--- config.mk ---
export PLATFORM = sky130hd
export DESIGN_NAME = hashed_jitter_deadline_scheduler_unit
export DESIGN_NICKNAME = d
export VERILOG_FILES = /design/src/design/hjds_pkg.sv /design/src/design/hjds_front.sv /design/src/design/hjds_queue.sv /design/src/design/hjds_back.sv /design/src/design/hashed_jitter_deadline_scheduler_unit.sv
export SDC_FILE = /design/constraint.sdc
export NUM_CORES = 2
export LEC_CHECK = 0
export ABC_AREA = 1
export BUFFER_PORTS_ARGS = -buffer_cell sky130_fd_sc_hd__buf_2
export CELL_PAD_IN_SITES_DETAIL_PLACEMENT = 1
export CELL_PAD_IN_SITES_GLOBAL_PLACEMENT = 1
export CORE_AREA = 2 2 489 369
export DETAILED_ROUTE_END_ITERATION = 12
export DIE_AREA = 0 0 491 371
export GPL_TIMING_DRIVEN = 0
export PLACE_DENSITY_LB_ADDON = 0.1
export SYNTH_ARGS = -nofsm -noshare
export SYNTH_HDL_FRONTEND = slang
export SYNTH_HIERARCHICAL = 1
export SYNTH_SLANG_ARGS = --single-unit
--- constraint.sdc ---
create_clock -name clk -period 12.32 [get_ports clk]
set_input_delay 3.08 -clock clk [delete_from_list [all_inputs] [get_ports clk]]
set_output_delay 3.08 -clock clk [all_outputs]
set_load 0.01 [all_outputs]
--- src/design/hjds_pkg.sv ---
// Shared types, constants and hash step for the hashed jitter deadline scheduler.
package hjds_pkg;

    localparam int HASH_W      = 64;
    localparam int TIME_W      = 48;
    localparam int DUE_W       = 49;
    localparam int SEQ_W       = 32;
    localparam int CFG_W       = 32;
    localparam int MAG_W       = CFG_W - 1;
    localparam int CNT_W       = $clog2(HASH_W);
    localparam int QUEUE_DEPTH = 2;
    localparam int QPTR_W      = $clog2(QUEUE_DEPTH);
    localparam int QCNT_W      = $clog2(QUEUE_DEPTH + 1);

    localparam logic [HASH_W-1:0] FNV_BASIS = 64'hcbf29ce484222325;
    localparam logic [7:0]        FNV_PRIME_LO = 8'hb3;
    localparam int                FNV_SHIFT_HI = 40;
    localparam int                FNV_SHIFT_MID = 8;

    typedef enum logic [1:0] {
        REG_CADENCE = 2'd0,
        REG_JITTER  = 2'd1,
        REG_SWEEP   = 2'd2
    } cfg_index_t;

    typedef struct packed {
        logic [7:0]        id_byte;
        logic              byte_valid;
        logic              last;
        logic [TIME_W-1:0] completed_at_ms;
        logic [SEQ_W-1:0]  seq_number;
    } in_word_t;

    typedef struct packed {
        logic [HASH_W-1:0] ident_hash;
        logic [DUE_W-1:0]  next_due_ms;
        logic [DUE_W-1:0]  deadline_ms;
        logic [SEQ_W-1:0]  seq_out;
    } out_word_t;

    typedef struct packed {
        logic [HASH_W-1:0] ident_hash;
        logic [TIME_W-1:0] completed_at_ms;
        logic [SEQ_W-1:0]  seq_number;
    } job_t;

    typedef struct packed {
        logic full;
        logic empty;
    } q_stat_t;

    typedef struct packed {
        logic [MAG_W-1:0] cadence;
        logic [MAG_W-1:0] window;
        logic [MAG_W-1:0] sweep;
    } cfg_t;

    function automatic logic [MAG_W-1:0] clamp_nonneg(input logic [CFG_W-1:0] raw);
        clamp_nonneg = raw[CFG_W-1] ? '0 : raw[MAG_W-1:0];
    endfunction

    // xor in the byte, then multiply by prime 2^40 + 2^8 + 0xb3
    function automatic logic [HASH_W-1:0] fnv_step(input logic [HASH_W-1:0] h,
                                                   input logic [7:0] b);
        logic [HASH_W-1:0] x;
        logic [HASH_W-1:0] lo;
        x = h ^ {{(HASH_W-8){1'b0}}, b};
        lo = x * {{(HASH_W-8){1'b0}}, FNV_PRIME_LO};
        fnv_step = (x << FNV_SHIFT_HI) + (x << FNV_SHIFT_MID) + lo;
    endfunction

endpackage

--- src/design/hjds_front.sv ---
// Front end: accepts identifier bytes and folds them into the running FNV-1a hash.
module hjds_front
    import hjds_pkg::*;
(
    input  logic     clk,
    input  logic     rst_n,
    input  logic     in_valid,
    output logic     in_stall,
    input  in_word_t in_word,
    input  q_stat_t  q_stat,
    output logic     push,
    output job_t     push_word
);

    logic [HASH_W-1:0] hash_reg;
    logic [HASH_W-1:0] hash_next;
    logic [HASH_W-1:0] folded;
    logic              accept;

    assign in_stall = q_stat.full;
    assign accept   = in_valid && !q_stat.full;
    assign folded   = in_word.byte_valid ? fnv_step(hash_reg, in_word.id_byte) : hash_reg;

    assign push                      = accept && in_word.last;
    assign push_word.ident_hash      = folded;
    assign push_word.completed_at_ms = in_word.completed_at_ms;
    assign push_word.seq_number      = in_word.seq_number;

    always_comb
    begin
        hash_next = hash_reg;
        if (accept)
        begin
            hash_next = in_word.last ? FNV_BASIS : folded;
        end
    end

    always_ff @(posedge clk or negedge rst_n)
    begin
        if (!rst_n)
        begin
            hash_reg <= FNV_BASIS;
        end
        else
        begin
            hash_reg <= hash_next;
        end
    end

endmodule

--- src/design/hjds_queue.sv ---
// Short job queue between the hashing front end and the scheduling back end.
module hjds_queue
    import hjds_pkg::*;
(
    input  logic    clk,
    input  logic    rst_n,
    input  logic    push,
    input  job_t    push_word,
    input  logic    pop,
    output job_t    pop_word,
    output q_stat_t q_stat
);

    job_t              entry_reg [QUEUE_DEPTH];
    logic [QPTR_W-1:0] wr_ptr_reg;
    logic [QPTR_W-1:0] wr_ptr_next;
    logic [QPTR_W-1:0] rd_ptr_reg;
    logic [QPTR_W-1:0] rd_ptr_next;
    logic [QCNT_W-1:0] count_reg;
    logic [QCNT_W-1:0] count_next;

    assign q_stat.full  = (count_reg == QCNT_W'(QUEUE_DEPTH));
    assign q_stat.empty = (count_reg == '0);
    assign pop_word     = entry_reg[rd_ptr_reg];

    always_comb
    begin
        wr_ptr_next = wr_ptr_reg;
        rd_ptr_next = rd_ptr_reg;
        count_next  = count_reg;
        if (push)
        begin
            wr_ptr_next = (wr_ptr_reg == QPTR_W'(QUEUE_DEPTH - 1)) ? '0 : wr_ptr_reg + 1'b1;
        end
        if (pop)
        begin
            rd_ptr_next = (rd_ptr_reg == QPTR_W'(QUEUE_DEPTH - 1)) ? '0 : rd_ptr_reg + 1'b1;
        end
        if (push && !pop)
        begin
            count_next = count_reg + 1'b1;
        end
        else if (pop && !push)
        begin
            count_next = count_reg - 1'b1;
        end
    end

    always_ff @(posedge clk or negedge rst_n)
    begin
        if (!rst_n)
        begin
            wr_ptr_reg <= '0;
            rd_ptr_reg <= '0;
            count_reg  <= '0;
        end
        else
        begin
            wr_ptr_reg <= wr_ptr_next;
            rd_ptr_reg <= rd_ptr_next;
            count_reg  <= count_next;
        end
    end

    always_ff @(posedge clk)
    begin
        if (push)
        begin
            entry_reg[wr_ptr_reg] <= push_word;
        end
    end

endmodule

--- src/design/hjds_back.sv ---
// Back end: hash modulo window by restoring division, due and deadline sums, output register.
module hjds_back
    import hjds_pkg::*;
(
    input  logic      clk,
    input  logic      rst_n,
    input  cfg_t      cfg,
    input  q_stat_t   q_stat,
    input  job_t      pop_word,
    output logic      pop,
    output logic      out_valid,
    input  logic      out_stall,
    output out_word_t out_word
);

    typedef enum logic [3:0] {
        S_IDLE = 4'b0001,
        S_DIV  = 4'b0010,
        S_DUE  = 4'b0100,
        S_LOAD = 4'b1000
    } state_t;

    state_t            state_reg;
    state_t            state_next;
    logic [CNT_W-1:0]  cnt_reg;
    logic [CNT_W-1:0]  cnt_next;
    logic              out_valid_reg;
    logic              out_valid_next;
    logic [HASH_W-1:0] hash_reg;
    logic [HASH_W-1:0] div_reg;
    logic [MAG_W-1:0]  rem_reg;
    logic [TIME_W-1:0] done_reg;
    logic [SEQ_W-1:0]  seq_reg;
    logic [DUE_W-1:0]  due_reg;
    out_word_t         out_word_reg;
    logic [MAG_W:0]    trial;
    logic [MAG_W:0]    trial_sub;
    logic [MAG_W-1:0]  rem_step;
    logic              out_free;

    assign out_valid = out_valid_reg;
    assign out_word  = out_word_reg;
    assign out_free  = !out_valid_reg || !out_stall;
    assign pop       = (state_reg == S_IDLE) && !q_stat.empty;

    assign trial     = {rem_reg, div_reg[HASH_W-1]};
    assign trial_sub = trial - {1'b0, cfg.window};
    assign rem_step  = (trial >= {1'b0, cfg.window}) ? trial_sub[MAG_W-1:0] : trial[MAG_W-1:0];

    always_comb
    begin
        state_next     = state_reg;
        cnt_next       = cnt_reg;
        out_valid_next = out_valid_reg && out_stall;
        case (state_reg)
            S_IDLE:
            begin
                if (!q_stat.empty)
                begin
                    cnt_next   = '1;
                    state_next = (cfg.window == '0) ? S_DUE : S_DIV;
                end
            end
            S_DIV:
            begin
                cnt_next = cnt_reg - 1'b1;
                if (cnt_reg == '0)
                begin
                    state_next = S_DUE;
                end
            end
            S_DUE:
            begin
                state_next = S_LOAD;
            end
            S_LOAD:
            begin
                if (out_free)
                begin
                    out_valid_next = 1'b1;
                    state_next     = S_IDLE;
                end
            end
            default:
            begin
                state_next = S_IDLE;
            end
        endcase
    end

    always_ff @(posedge clk or negedge rst_n)
    begin
        if (!rst_n)
        begin
            state_reg     <= S_IDLE;
            cnt_reg       <= '0;
            out_valid_reg <= 1'b0;
        end
        else
        begin
            state_reg     <= state_next;
            cnt_reg       <= cnt_next;
            out_valid_reg <= out_valid_next;
        end
    end

    always_ff @(posedge clk)
    begin
        case (state_reg)
            S_IDLE:
            begin
                hash_reg <= pop_word.ident_hash;
                div_reg  <= pop_word.ident_hash;
                done_reg <= pop_word.completed_at_ms;
                seq_reg  <= pop_word.seq_number;
                rem_reg  <= '0;
            end
            S_DIV:
            begin
                rem_reg <= rem_step;
                div_reg <= {div_reg[HASH_W-2:0], 1'b0};
            end
            S_DUE:
            begin
                due_reg <= {1'b0, done_reg} + DUE_W'(cfg.cadence) + DUE_W'(rem_reg);
            end
            S_LOAD:
            begin
                if (out_free)
                begin
                    out_word_reg.ident_hash  <= hash_reg;
                    out_word_reg.next_due_ms <= due_reg;
                    out_word_reg.deadline_ms <= due_reg + DUE_W'(cfg.sweep);
                    out_word_reg.seq_out     <= seq_reg;
                end
            end
            default:
            begin
                rem_reg <= '0;
            end
        endcase
    end

endmodule

--- src/design/hashed_jitter_deadline_scheduler_unit.sv ---
// Top level of the hashed jitter deadline scheduler.
// Throughput: one identifier byte per cycle into the hash while the queue is not
// full; each identifier then passes S_DIV, the one-bit-per-cycle 64-bit modulo
// divider, unless the jitter window is non-positive, then S_DUE and S_LOAD.
// A 2-entry queue overlaps them. Out_stall can hold a result in S_LOAD.
// Reset: asynchronous; settings and control state cleared, hash set to FNV basis.
module hashed_jitter_deadline_scheduler_unit
    import hjds_pkg::*;
(
    input  logic              clk,
    input  logic              rst_n,
    input  logic              in_valid,
    output logic              in_stall,
    input  in_word_t          in_word,
    output logic              out_valid,
    input  logic              out_stall,
    output out_word_t         out_word,
    input  logic              cfg_we,
    input  logic [1:0]        cfg_index,
    input  logic [CFG_W-1:0]  cfg_data
);

    logic [CFG_W-1:0] cadence_reg;
    logic [CFG_W-1:0] window_reg;
    logic [CFG_W-1:0] sweep_reg;
    cfg_t             cfg;
    q_stat_t          q_stat;
    logic             push;
    logic             pop;
    job_t             push_word;
    job_t             pop_word;

    assign cfg.cadence = clamp_nonneg(cadence_reg);
    assign cfg.window  = clamp_nonneg(window_reg);
    assign cfg.sweep   = clamp_nonneg(sweep_reg);

    always_ff @(posedge clk or negedge rst_n)
    begin
        if (!rst_n)
        begin
            cadence_reg <= '0;
            window_reg  <= '0;
            sweep_reg   <= '0;
        end
        else if (cfg_we)
        begin
            case (cfg_index)
                REG_CADENCE: cadence_reg <= cfg_data;
                REG_JITTER:  window_reg  <= cfg_data;
                REG_SWEEP:   sweep_reg   <= cfg_data;
                default:     cadence_reg <= cadence_reg;
            endcase
        end
    end

    hjds_front u_front (
        .clk       (clk),
        .rst_n     (rst_n),
        .in_valid  (in_valid),
        .in_stall  (in_stall),
        .in_word   (in_word),
        .q_stat    (q_stat),
        .push      (push),
        .push_word (push_word)
    );

    hjds_queue u_queue (
        .clk       (clk),
        .rst_n     (rst_n),
        .push      (push),
        .push_word (push_word),
        .pop       (pop),
        .pop_word  (pop_word),
        .q_stat    (q_stat)
    );

    hjds_back u_back (
        .clk       (clk),
        .rst_n     (rst_n),
        .cfg       (cfg),
        .q_stat    (q_stat),
        .pop_word  (pop_word),
        .pop       (pop),
        .out_valid (out_valid),
        .out_stall (out_stall),
        .out_word  (out_word)
    );

endmodule

==> impl_metrics.yaml <==
timing:
  fin_crit_sh: 0.732
  fin_crit_ns: 9.02
  worstMarginPinSlew_ns: 1.36
  max-slew-margin-rel: 0.0846
  setup_viol: 0
  max_freq_ghz: 0.111
  timing.final.hold_violations: 0
  final_max_slew_viol_count: 0
  finalSetupTns_ns: 0
  clock_skew_ns: 0.0508
  rsz0062_at_grt: "false"
min_path:
  hp-class: "flip-flop to flip-flop"
synthesis:
  synth_top_area_frac: 0.397
  synth_cell_types: 57
  synth_nets: 6789
  synthCells: 6060
  synthFlopType: "edfxtp_1"
  ys_seq_area_frac: 0.473
  synth_top_cell_by_area: "edfxtp_1"
  synth_common_cells: "nand2_1 (1783), inv_1 (935), edfxtp_1 (770)"
  synth_area_um2: 58300
  synthTopCellsByArea: "edfxtp_1 (40%), nand2_1 (11%), fa_1 (9.6%), ha_1 (6.9%), dfrtp_1 (6.3%)"
  syn_area_per_cell_um2: 9.61
  yosysMostFrequentCell: "nand2_1"
  async_reset_ff_frac: 0.185
  yosysWarnings: 6
  ys_ff_latch: 945
  synth-edff-count: 770
die:
  die_h_um: 371
  coreArea_um2: 177000
  die_x_um: 491
  initial_core_util: 0.328
  rows: 134
  boundaryPins: 325
  die-area_um2: 182000
critical_path:
  cp.required_ns: 12.74
  crit_buf_inv: 4
  path_cells: "buf_2, xnor2_1, inv_1, ha_1, ha_1, inv_1, xor2_1, fa_1, fa_1, ha_1, ha_1, nand2_1, nor2_1, nand3_1, nand2_2, a21oi_2, xnor2_1, a21boi_1, inv_1"
  crit_family: "adder cells"
  max_stage_delay_ns: 1.01
  crit_path_start_kind: "input port"
  ff2ff_setup_slack_ns: 5.36
  cp_data_arrival_time_ns: 9.44
  crit_path_frequent_cell: "ha_1"
  critical_path_class: "input port to flip-flop"
  crit_fanout: 5
  slowest_stage: "xnor2_1"
  end_kind: "flip-flop"
global_route:
  antenna_found_initial: 20
  grt_max_degree: 99
  grt_usage: 0.228
  overflow: 0
  grt_pass1_vias: 44324
  grt_first_pass_wirelength_um: 305000
drt:
  vias_per_cell: 4.79
  drc_errors: 0
  drt_first_pass_iters: 5
  drt-total-wl_um: 208000
  vias: 42726
  ant_nets: 0
  wl_per_cell_um: 23.3
  drtIter0Drc: 3084
cts:
  clockRootBuffer: "clkbuf_16"
  clkLatencyLatePin_ns: 0.75
  cts_setup_buffers: 0
  cts_tree: "done"
  path_clk_slew_ns: 0.06
  ctsHoldBuffers: 0
  cts_buffers: 103
  clock-sinks: 945
  cts_resized: 0
  htree_levels: 3
  cts_buffer_depth: 3
layout:
  nets: 7172
  areaGrowthSynthToFinish_pct: 14.3
  post_route_cells_drive_above_1_share: 0.136
  largest_reg_flops: 288
run:
  max-cap-violations: 0
place:
  place_hpwl_um: 172000
  port_buffers: 240
  gp_congestion: 0.922
status:
  status: "completed"
-- placed cells by master (no fill, tap or decap), drive strengths merged, types with 3 or more instances in the layout --
master	n
xnor2	27
dfstp	29
edfxtp	770
xor2	78
or2	23
o21a	4
bufinv	4
a22o	5
nor3	31
nor4	17
fa	280
and3	3
o22ai	9
clkinv	39
o21bai	15
a21boi	6
a21oi	142
buf	433
nor2	483
dfrtp	146
a31oi	5
nand2	1807
nand3b	29
and2	14
mux2	144
inv	960
clkinvlp	3
ha	320
nand3	271
o21ai	130
clkbuf	177
a21o	4
nand4	120
-- cells by family (layout without fill, tap and decap cells) --
logic type | after synthesis | count (layout) | synth area share
compound gates | 323 | 323 | 0.0307
xor+xnor | 105 | 105 | 0.0158
fa+ha+maj | 600 | 600 | 0.165
buf+inv | 1144 | 1616 | 0.0830
flops | 945 | 945 | 0.473
mux | 144 | 144 | 0.0311
other cells | 0 | 2 | 0
simple gates | 2799 | 2799 | 0.202
-- final timing paths --
path | start | endpoint | cells after the start
setup / recovery | in_word[86] | u_queue/entry_reg[1][96] | 19
min in group asynchronous | rst_n | u_back/state_reg[3] | 1
hold reg to reg | u_back/hash_reg[45] | u_back/out_word[175] | 0
setup reg to reg | u_front/hash_reg[4] | u_queue/entry_reg[1][96] | 18
hold / removal | u_back/hash_reg[45] | u_back/out_word[175] | 0
max in group asynchronous | rst_n | u_front/hash_reg[53] | 3
-- area by class of cell --
class / count / area [µm²]
Antenna cell: 2 / 5.00
Buffer: 193 / 1260
Clock buffer: 139 / 2900
Clock inverter: 55 / 508
Fill cell: 20254 / 111000
Inverter: 951 / 3580
Multi-Input combinational cell: 3971 / 25900
Sequential cell: 945 / 27500
Tap cell: 2380 / 2980
Timing Repair Buffer: 278 / 1870
-- through the flow --
step / setup WS (ns) / area (µm²) / util / cells / hold WS [ns]
6_report: 3.30 / 66600 / 0.375 / 8914 / 0.412
2_1_floorplan: 0.369 / 58300 / - / 6060 / 0.400
4_1_cts: 3.40 / 66600 / 0.375 / 8912 / 0.405
3_3_place_gp: -6.17 / 62400 / 0.352 / 8680 / 0.401
3_5_place_dp: 2.63 / 63100 / 0.356 / 8718 / 0.405
5_1_grt: 3.05 / 66600 / 0.375 / 8912 / 0.421
-- layer usage --
layer | up-vias | track usage | wire, µm
met4 | 4 | 0.0346 | 2750
met5 | - | 0 | 27
li1 | 20247 | - | -
met3 | 159 | 0.0333 | 10200
met1 | 21511 | 0.354 | 107000
met2 | 805 | 0.339 | 88100
Power is not shown: default switching activity piles up to over one toggle a cycle in this logic, so the estimate is an artifact.
